## config.mk

```make
export PLATFORM = sky130hd
export DESIGN_NAME = rgb_to_hsl_converter_unit
export DESIGN_NICKNAME = d
export VERILOG_FILES = /design/src/rtl/core/rhc_pkg.sv /design/src/rtl/core/rhc_prep.sv /design/src/rtl/core/rhc_div_cell.sv /design/src/rtl/core/rgb_to_hsl_converter_unit.sv
export SDC_FILE = /design/constraint.sdc
export NUM_CORES = 2
export LEC_CHECK = 0
export BUFFER_PORTS_ARGS = -buffer_cell sky130_fd_sc_hd__buf_2
export CAP_MARGIN = 20
export CORE_MARGIN = 2
export CORE_UTILIZATION = 35
export DETAILED_ROUTE_END_ITERATION = 16
export GPL_ROUTABILITY_DRIVEN = 0
export PLACE_DENSITY = 0.47
export SLEW_MARGIN = 20
export SYNTH_ARGS = -nofsm -noshare
export SYNTH_HDL_FRONTEND = slang
export SYNTH_SLANG_ARGS = --single-unit
```

## constraint.sdc

```tcl
create_clock -name clk -period 57.3 [get_ports clk]
set_input_delay 5.73 -clock clk [delete_from_list [all_inputs] [get_ports clk]]
set_output_delay 5.73 -clock clk [all_outputs]
set_load 0.02 [all_outputs]
```

## src/rtl/core/rhc_pkg.sv

```systemverilog
// ----------------------------------------------------------------------------
// rhc_pkg: shared types and constants of the RGB to HSL converter
// Item structs, divider lane layout and the one-bit restoring division step.
// ----------------------------------------------------------------------------
package rhc_pkg;

  localparam int CHANNEL_BITS = 8;
  localparam int FULL_SCALE   = (1 << CHANNEL_BITS) - 1;
  localparam int OUT_BITS     = 13;
  localparam int QUO_BITS     = 13;
  localparam int REM_BITS     = CHANNEL_BITS + 14;
  localparam int DVS_BITS     = CHANNEL_BITS + 1;
  localparam int HUE_CIRCLE   = 5760;
  localparam int HUE_SIXTH    = 960;
  localparam int Q12_ONE      = 4096;

  // Lightness divides by the constant 2*FULL_SCALE: halve, then multiply by
  // ceil(2^LIGHT_SHIFT / FULL_SCALE); exact for every dividend in range.
  localparam int     LIGHT_SHIFT = 2 * CHANNEL_BITS + 12;
  localparam longint LIGHT_RECIP =
    ((64'd1 << LIGHT_SHIFT) + FULL_SCALE - 1) / FULL_SCALE;

  typedef struct packed {
    logic [CHANNEL_BITS-1:0] red;
    logic [CHANNEL_BITS-1:0] green;
    logic [CHANNEL_BITS-1:0] blue;
  } rhc_in_t;

  typedef struct packed {
    logic [OUT_BITS-1:0] hue;
    logic [OUT_BITS-1:0] saturation;
    logic [OUT_BITS-1:0] lightness;
  } rhc_out_t;

  typedef struct packed {
    logic [REM_BITS-1:0] rem;
    logic [DVS_BITS-1:0] dvs;
    logic [QUO_BITS-1:0] quo;
  } rhc_lane_t;

  typedef struct packed {
    rhc_lane_t hue;
    rhc_lane_t sat;
    rhc_lane_t light;
  } rhc_stage_t;

  // One restoring step: try the divisor shifted to quotient bit pos.
  function automatic rhc_lane_t div_step(input rhc_lane_t lane, input int pos);
    rhc_lane_t res;
    logic [REM_BITS-1:0] trial;
    res   = lane;
    trial = REM_BITS'(lane.dvs) << pos;
    if (lane.rem >= trial) begin
      res.rem = lane.rem - trial;
      res.quo = lane.quo | (QUO_BITS'(1) << pos);
    end
    return res;
  endfunction

endpackage

```

## src/rtl/core/rhc_prep.sv

```systemverilog
// ----------------------------------------------------------------------------
// rhc_prep: front cell of the converter
// Finds max/min, builds dividend and divisor of hue and saturation, lightness.
// ----------------------------------------------------------------------------
module rhc_prep (
  input  logic                clk,
  input  logic                rst_n,
  input  logic                en,
  input  logic                vld_in,
  input  rhc_pkg::rhc_in_t    item_in,
  output logic                vld_out,
  output rhc_pkg::rhc_stage_t stage_out
);

  localparam int CB = rhc_pkg::CHANNEL_BITS;
  localparam int RW = rhc_pkg::REM_BITS;
  localparam int DV = rhc_pkg::DVS_BITS;
  localparam int SW = rhc_pkg::REM_BITS + 1;
  localparam int PW = 2 * CB + 25;

  logic [CB-1:0] r, g, b, mx, mn, d;
  logic [CB:0]   sum, den;
  logic signed [SW-1:0] rs, gs, bs, ds, num, hnum;
  logic [CB+12:0] lnum;
  logic [PW-1:0]  lprod;
  rhc_pkg::rhc_stage_t stage_nxt, stage_r;
  logic vld_r;

  always_comb begin
    r  = item_in.red;
    g  = item_in.green;
    b  = item_in.blue;
    mx = r;
    mn = r;
    if (g > mx) mx = g;
    if (b > mx) mx = b;
    if (g < mn) mn = g;
    if (b < mn) mn = b;
    d   = mx - mn;
    sum = (CB+1)'(mx) + (CB+1)'(mn);
    den = (sum > (CB+1)'(rhc_pkg::FULL_SCALE)) ?
          (CB+1)'(2 * rhc_pkg::FULL_SCALE) - sum : sum;

    rs = $signed(SW'(r));
    gs = $signed(SW'(g));
    bs = $signed(SW'(b));
    ds = $signed(SW'(d));
    // red wins ties over green, green over blue
    if (r == mx) begin
      num = (gs - bs) * $signed(SW'(rhc_pkg::HUE_SIXTH));
    end else if (g == mx) begin
      num = ds * $signed(SW'(2 * rhc_pkg::HUE_SIXTH))
          + (bs - rs) * $signed(SW'(rhc_pkg::HUE_SIXTH));
    end else begin
      num = ds * $signed(SW'(4 * rhc_pkg::HUE_SIXTH))
          + (rs - gs) * $signed(SW'(rhc_pkg::HUE_SIXTH));
    end
    if (num < 0) begin
      num = num + ds * $signed(SW'(rhc_pkg::HUE_CIRCLE));
    end
    hnum = (num <<< 1) + ds;

    // lightness by reciprocal multiplication, carried through the chain
    lnum  = ((CB+13)'(sum) << 12) + (CB+13)'(rhc_pkg::FULL_SCALE);
    lprod = PW'(lnum[CB+12:1]) * PW'(rhc_pkg::LIGHT_RECIP);

    stage_nxt.hue.quo   = '0;
    stage_nxt.sat.quo   = '0;
    if (d == '0) begin
      // grey: force a zero quotient
      stage_nxt.hue.rem = '0;
      stage_nxt.hue.dvs = DV'(1);
      stage_nxt.sat.rem = '0;
      stage_nxt.sat.dvs = DV'(1);
    end else begin
      stage_nxt.hue.rem = hnum[RW-1:0];
      stage_nxt.hue.dvs = DV'({d, 1'b0});
      stage_nxt.sat.rem = (RW'(d) << 13) + RW'(den);
      stage_nxt.sat.dvs = DV'({den, 1'b0});
    end
    // zero remainder keeps the quotient unchanged in every cell
    stage_nxt.light.quo = lprod[rhc_pkg::LIGHT_SHIFT +: rhc_pkg::QUO_BITS];
    stage_nxt.light.rem = '0;
    stage_nxt.light.dvs = DV'(1);
  end

  always_ff @(posedge clk) begin
    if (!rst_n) begin
      vld_r <= 1'b0;
    end else if (en) begin
      vld_r <= vld_in;
    end
  end

  always_ff @(posedge clk) begin
    if (en) begin
      stage_r <= stage_nxt;
    end
  end

  assign vld_out   = vld_r;
  assign stage_out = stage_r;

endmodule

```

## src/rtl/core/rhc_div_cell.sv

```systemverilog
// ----------------------------------------------------------------------------
// rhc_div_cell: one cell of the division chain
// Resolves one quotient bit in each of the three lanes and passes them on.
// ----------------------------------------------------------------------------
module rhc_div_cell #(
  parameter int BIT_POS = 0
) (
  input  logic                clk,
  input  logic                rst_n,
  input  logic                en,
  input  logic                vld_in,
  input  rhc_pkg::rhc_stage_t stage_in,
  output logic                vld_out,
  output rhc_pkg::rhc_stage_t stage_out
);

  rhc_pkg::rhc_stage_t stage_nxt, stage_r;
  logic vld_r;

  always_comb begin
    stage_nxt.hue   = rhc_pkg::div_step(stage_in.hue, BIT_POS);
    stage_nxt.sat   = rhc_pkg::div_step(stage_in.sat, BIT_POS);
    stage_nxt.light = rhc_pkg::div_step(stage_in.light, BIT_POS);
  end

  always_ff @(posedge clk) begin
    if (!rst_n) begin
      vld_r <= 1'b0;
    end else if (en) begin
      vld_r <= vld_in;
    end
  end

  always_ff @(posedge clk) begin
    if (en) begin
      stage_r <= stage_nxt;
    end
  end

  assign vld_out   = vld_r;
  assign stage_out = stage_r;

endmodule

```

## src/rtl/core/rgb_to_hsl_converter_unit.sv

```systemverilog
// ----------------------------------------------------------------------------
// rgb_to_hsl_converter_unit: pixel-stream RGB to HSL converter
// Front cell plus a chain of restoring-division cells, one pixel per clock when not stalled.
// ----------------------------------------------------------------------------
// Usage:
//   in_valid/in_item carry one RGB pixel per item; out_valid/out_item carry
//   hue (1/16 degree), saturation and lightness (Q12).
//   An item is taken on an edge with valid high and stall low.
//   Pipeline: one front cell, then 13 division cells, one quotient bit
//   each; the last cell is the output register.
//   Throughput: one item per cycle when not stalled (fully pipelined chain).
//   When out_stall holds off a waiting result, the whole chain freezes and
//   in_stall rises in the same cycle; it never drops an item.
//   Reset clears all valid bits; no item is in flight afterwards.
// ----------------------------------------------------------------------------
module rgb_to_hsl_converter_unit (
  input  logic              clk,
  input  logic              rst_n,
  input  logic              in_valid,
  output logic              in_stall,
  input  rhc_pkg::rhc_in_t  in_item,
  output logic              out_valid,
  input  logic              out_stall,
  output rhc_pkg::rhc_out_t out_item
);

  localparam int QW = rhc_pkg::QUO_BITS;
  localparam int NC = rhc_pkg::QUO_BITS;

  logic                en;
  logic                vld   [NC+1];
  rhc_pkg::rhc_stage_t stage [NC+1];
  logic [QW-1:0]       hue_q;

  assign en       = !(out_valid && out_stall);
  assign in_stall = !en;

  rhc_prep u_prep (
    .clk       (clk),
    .rst_n     (rst_n),
    .en        (en),
    .vld_in    (in_valid),
    .item_in   (in_item),
    .vld_out   (vld[0]),
    .stage_out (stage[0])
  );

  for (genvar i = 0; i < NC; i++) begin : g_cell
    rhc_div_cell #(
      .BIT_POS (NC - 1 - i)
    ) u_cell (
      .clk       (clk),
      .rst_n     (rst_n),
      .en        (en),
      .vld_in    (vld[i]),
      .stage_in  (stage[i]),
      .vld_out   (vld[i+1]),
      .stage_out (stage[i+1])
    );
  end

  // wrap a full circle back to zero
  assign hue_q = stage[NC].hue.quo;
  assign out_item.hue = (hue_q == QW'(rhc_pkg::HUE_CIRCLE)) ? '0 : hue_q;
  assign out_item.saturation = stage[NC].sat.quo;
  assign out_item.lightness  = stage[NC].light.quo;
  assign out_valid = vld[NC];

`ifndef SYNTHESIS
  a_hue_range : assert property (@(posedge clk) disable iff (!rst_n)
    out_valid |-> out_item.hue < 13'(rhc_pkg::HUE_CIRCLE))
    else $error("hue out of range");
  a_sl_range : assert property (@(posedge clk) disable iff (!rst_n)
    out_valid |-> (out_item.saturation <= 13'(rhc_pkg::Q12_ONE)
                   && out_item.lightness <= 13'(rhc_pkg::Q12_ONE)))
    else $error("saturation or lightness out of range");
  a_grey : assert property (@(posedge clk) disable iff (!rst_n)
    (out_valid && out_item.hue != '0) |-> out_item.saturation != '0)
    else $error("hue set on a grey pixel");
  a_enter : assert property (@(posedge clk) disable iff (!rst_n)
    (in_valid && !in_stall) |=> vld[0])
    else $error("accepted item lost at the front cell");
`endif

endmodule
```

# Yosys cells after proc, flatten, opt, wreduce, memory -nomap -nowiden
# Index checks and enable logic that the tools add are counted.
# totals
reg_bits	1340
output_inout_bits	41
word_cells	262
# classes
addsub	36
multipliers	7
order_cmp	32
n_eq_ne	3
muxes	35
n_reduce_logical	2
# op_table
op	n
$mux W22	24
$mul A23 B5 Y17 const B	3
$add A23 B23 Y23	2
$mux W23	2
$ge A22 B10 Y1	2
$ge A22 B11 Y1	2
$ge A22 B12 Y1	2
$ge A22 B13 Y1	2
$ge A22 B14 Y1	2
$ge A22 B15 Y1	2
$ge A22 B16 Y1	2
$ge A22 B17 Y1	2
$ge A22 B18 Y1	2
$ge A22 B19 Y1	2
$ge A22 B20 Y1	2
$ge A22 B21 Y1	2
$ge A22 B9 Y1	2
$sub A22 B10 Y22	2
$sub A22 B11 Y22	2
$sub A22 B12 Y22	2
$sub A22 B13 Y22	2
$sub A22 B14 Y22	2
$sub A22 B15 Y22	2
$sub A22 B16 Y22	2
29 further kinds	44

# Logic depth before layout (Yosys ltp)
# depth
ltp_word	12
mapped_depth	61

# Cells and area by module
# From an unflattened synthesis, not the netlist that was laid out.
# hier_totals
cells_unflattened	7586
area_unflattened_um2	94854.7
# modules_own_cells
mod	n_inst	cells_each	area_each_um2	seq_area_each_um2
rhc_prep	1	1712	14253.7	1371.3
rhc_div_cell (g_cell[11].u_cell)	1	498	6590.1	3983.8
rhc_div_cell (g_cell[12].u_cell)	1	505	6531.3	3983.8
rhc_div_cell (g_cell[10].u_cell)	1	502	6416.2	3983.8
rhc_div_cell (g_cell[9].u_cell)	1	473	6328.6	3983.8
rhc_div_cell (g_cell[7].u_cell)	1	463	6281.0	3983.8
rhc_div_cell (g_cell[8].u_cell)	1	472	6267.3	3983.8
rhc_div_cell (g_cell[2].u_cell)	1	437	6167.2	3983.8
rhc_div_cell (g_cell[6].u_cell)	1	433	6079.6	3983.8
rhc_div_cell (g_cell[5].u_cell)	1	447	6062.1	3983.8
rhc_div_cell (g_cell[4].u_cell)	1	439	6019.5	3983.8
rhc_div_cell (g_cell[3].u_cell)	1	419	5933.2	3983.8
rhc_div_cell (g_cell[0].u_cell)	1	383	5899.4	3983.8
rhc_div_cell (g_cell[1].u_cell)	1	379	5886.9	3983.8
rgb_to_hsl_converter_unit	1	24	138.9	0.0

# Worst setup path before layout
# OpenSTA, ideal clock, no wires.
# synth_path
path_type	in2reg
from	input port out_stall
to	register g_cell[0].u_cell.stage_r (netlist bit g_cell[0].u_cell.stage_out[0]) (enable)
setup_ps	1723
arrival_ps	32275
slack_ps	23302
path_stages	2
cell_sequence	nand2_1 buf_1
# synth_between
elab_chain_cells	1
# synth_rtl
element	line	text
start, declared	rgb_to_hsl_converter_unit.sv:23	input logic out_stall,
$logic_and A1 B1 Y1	rgb_to_hsl_converter_unit.sv:35	assign en = !(out_valid && out_stall);
end signal, assigned	rhc_div_cell.sv:36	stage_r <= stage_nxt;
end, declared	rhc_div_cell.sv:17	rhc_pkg::rhc_stage_t stage_nxt, stage_r;
# No other way between the ends.
# A chain may end at the register's enable or synchronous reset.

# Final worst setup path
# layout_path
from	input port in_item[12] (netlist name)
to	register u_prep.stage_r (netlist bit u_prep.stage_out[130]), data pin
# layout_between
elab_chain_cells	12
# layout_rtl
element	line	text
start, declared	rgb_to_hsl_converter_unit.sv:21	input rhc_pkg::rhc_in_t in_item,
$gt A8 B8 Y1 / $lt A8 B8 Y1 (equally long branches)	rhc_prep.sv:35, rhc_prep.sv:37	
$mux W8 (on tied branches)	rhc_prep.sv:35, rhc_prep.sv:37	
$gt A8 B8 Y1 / $lt A8 B8 Y1 (equally long branches)	rhc_prep.sv:36, rhc_prep.sv:38	
$mux W8 (on tied branches)	rhc_prep.sv:36, rhc_prep.sv:38	
$sub A8 B8 Y8 (*)	rhc_prep.sv:39	d = mx - mn;
named net u_prep.d[6]	rhc_prep.sv:21	logic [CB-1:0] r, g, b, mx, mn, d;
$mul A8 B4 Y12	rhc_prep.sv:52, rhc_prep.sv:55	
$add A23 B23 Y23 (on tied branches)	rhc_prep.sv:53, rhc_prep.sv:56	
$mux W23	rhc_prep.sv:51	end else if (g == mx) begin
$mux W23	rhc_prep.sv:49	if (r == mx) begin
$add A21 B21 Y21 / $lt A23 B1 Y1 (equally long branches)	rhc_prep.sv:59, rhc_prep.sv:58	
$mux W21	rhc_prep.sv:58	if (num < 0) begin
$add A22 B9 Y22	rhc_prep.sv:61	hnum = (num <<< 1) + ds;
end signal, assigned	rhc_prep.sv:97	stage_r <= stage_nxt;
end, declared	rhc_prep.sv:26	rhc_pkg::rhc_stage_t stage_nxt, stage_r;
# The timed path passes the listed nets; every way through them passes the cells marked *.

==> impl_metrics.json <==
{
  "status": "finished, final reports clean",
  "num-nets-final": 5629,
  "synth_mux_area_share_pct": 1.41,
  "portBuffers": 68,
  "synth_top_area_share_pct": 51.3,
  "synth_top_family_by_area": "adder cells",
  "whs_path_depth": 0,
  "arrival_ps": 18180,
  "synth_compound_area_share_pct": 10.9,
  "synth-seq-cells": 993,
  "syn_inst": 4898,
  "hold_viol_final": 0,
  "antenna_found_initial": 0,
  "post_cts_buffers": 0,
  "ys_types": 100,
  "critical_path_cell_count": 49,
  "cts_tree": "yes",
  "pin_count": 69,
  "synthTopCellsByCount": "edfxtp_1, inv_1, ha_1",
  "htree_levels": 3,
  "grt_pass1_wl_mm": 185,
  "synthFlopType": "edfxtp_1",
  "drv_cap": 0,
  "fp.dieW_um": 409,
  "synth.cell_area_um2": 57300,
  "min_path_type": "reg2reg",
  "drt.antenna.violating_nets": 0,
  "reg2reg_depth": 16,
  "cts.path.max_buffers": 3,
  "yosysWarningCount": 0,
  "root_buffer": "clkbuf_16",
  "num_rows": 148,
  "postSynthNetCount": 5521,
  "tns_ps": 0,
  "crit_path_start_kind": "input pin",
  "track_usage_pct": 13.6,
  "endpoint_kind": "flip-flop",
  "critPathSlowestCell": "xnor2_1",
  "dieHeight_um": 409,
  "drt_iter0_drc": 1466,
  "worst_path_most_repeated_cell": "ha_1",
  "skew_ps": 52.0,
  "fp.coreArea_um2": 163000,
  "cp_max_fo": 19,
  "layout-drive-gt1-share_pct": 6.15,
  "worstSkewPairLatency_ps": 700,
  "clock.fmax_ghz": 0.0564,
  "wl_per_cell_um": 15.4,
  "path_class": "in2reg",
  "rsz0062_at_grt": "false",
  "synth-simple-area-share_pct": 10.6,
  "yosysTopAreaCell": "edfxtp_1",
  "slowest_delay_ps": 660,
  "clkSinkCount": 993,
  "wl_mm": 112,
  "cts_resized": 0,
  "cts_buffers": 106,
  "drc": 0,
  "slew_viol_final": 0,
  "period_share_pct": 30.9,
  "critPathTopFamily": "compound AO/OA/AOI/OAI gates",
  "cts_hold_buffers": 0,
  "period_needed_ps": 17730,
  "tightest_slew_ps": 967,
  "relSlewSlack_pct": 35.0,
  "dp_hpwl_mm": 86.3,
  "fillCellCount": 15800,
  "critPathRequiredTime_ps": 57750,
  "n_antenna_cell": 0,
  "yosys-top-cells-area": "edfxtp_1, ha_1, xnor2_1",
  "overflow": 0,
  "finalSetupViolations": 0,
  "start_util_pct": 35.2,
  "synthAdderAreaFrac_pct": 14.2,
  "grt_start_max_net_pins": 156,
  "dieArea_um2": 167000,
  "yosysSeqAreaShare_pct": 51.8,
  "clkTransAtPathRegs_ps": 60,
  "async_flop_share_pct": 0,
  "syn_avg_cell_area_um2": 11.7,
  "drt-pass1-iter-count": 5,
  "synth_xor_area_share_pct": 6.73,
  "worstPathBufferInverterCount": 6,
  "grt_pass1_vias": 36200,
  "via_per_inst": 4.80,
  "vias": 34900,
  "area_growth_syn_to_layout_pct": 10.9,
  "synth_edf_count": 979,
  "yosys.cell_count.top_type": "edfxtp_1"
}
[cells by family (layout without fill, tap and decap cells)]
family,Yosys count,count (layout)
DFF,993,993
buffers and inverters,632,827
adders and majority gates,595,595
xor gates and xnor gates,440,440
muxes,79,79
and+or+nand+nor,1195,1195
AOI/OAI and AO/OA,964,964
[placed cells by master (no fill, tap or decap), types with 48 or more instances in the layout]
| master | instances |
|---|---|
| nor2_1 | 321 |
| mux2i_1 | 64 |
| ha_1 | 507 |
| clkbuf_16 | 107 |
| nand2b_1 | 80 |
| edfxtp_1 | 979 |
| nor3_1 | 87 |
| a21o_1 | 202 |
| nor4_1 | 60 |
| a21oi_1 | 262 |
| nand4_1 | 58 |
| xor2_1 | 148 |
| inv_1 | 531 |
| o21ai_0 | 219 |
| xnor2_1 | 292 |
| nand2_1 | 275 |
| fa_1 | 88 |
| o21a_1 | 48 |
| nor2b_1 | 78 |
| buf_2 | 68 |
| nand3_1 | 51 |
[flip-flops by register name, summed over array words and instances (netlist names)]
name / flops
u_prep.vld_out: 1
g_cell.u_cell.stage_out: 934
g_cell.u_cell.vld_out: 13
u_prep.stage_out: 45
[path summary, 6_finish.rpt]
kind,start,endpoint,slack (ps)
min,g_cell[1].u_cell.stage_out[11],g_cell[2].u_cell.stage_out[11],370
min reg2reg,g_cell[1].u_cell.stage_out[11],g_cell[2].u_cell.stage_out[11],370
max,in_item[12],u_prep.stage_out[130],39570
max reg2reg,g_cell[9].u_cell.stage_out[57],g_cell[10].u_cell.stage_out[87],52650
[per-layer routing]
metal / global-route usage [%] / vias to the layer above / routed length (µm)
met1: 15.6 / 16500 / 47100
met2: 25.3 / 406 / 58100
li1: - / 17800 / -
met3: 1.89 / 202 / 3260
met4: 5.10 / 0 / 3730
met5: 0 / - / 0
[per-stage QoR]
step	hold WS [ps]	cells	util (%)	cell area, µm²	setup WS (ps)
2_1_floorplan	400	4898	-	57300	23300
3_3_place_gp	400	7071	37.0	60100	39300
3_5_place_dp	405	7073	37.0	60100	39000
4_1_cts	357	7268	39.1	63500	39780
5_1_grt	359	7268	39.1	63500	38470
6_report	367	7268	39.1	63500	39570
[worst register-to-register path, cell delays in order (launching register included)]
cell and delay [ps]:
edfxtp_1 430, ha_1 260, fa_1 400, nor2b_1 140, o21ai_0 120, a21boi_0 180
o21ai_0 130, a21oi_1 170, o21a_1 140, o21ai_0 140, nand4_1 660, o21ai_0 240
or3_1 420, or3_1 390, nor3b_1 330, nand2_1 110, xnor2_1 140
[area by class of cell]
type                            count  area, µm²  share of cell area (%)
Clock buffer                      132       2770                    4.36
Clock inverter                     63        654                    1.03
Inverter                          534       2000                    3.16
Multi-Input combinational cell   3273      25100                    39.5
Sequential cell                   993      29700                    46.7
Tap cell                         2175       2720                    4.28
Timing Repair Buffer               98        594                   0.936
Power is not shown: default switching activity piles up to over one toggle a cycle in this logic, so the estimate is an artifact.
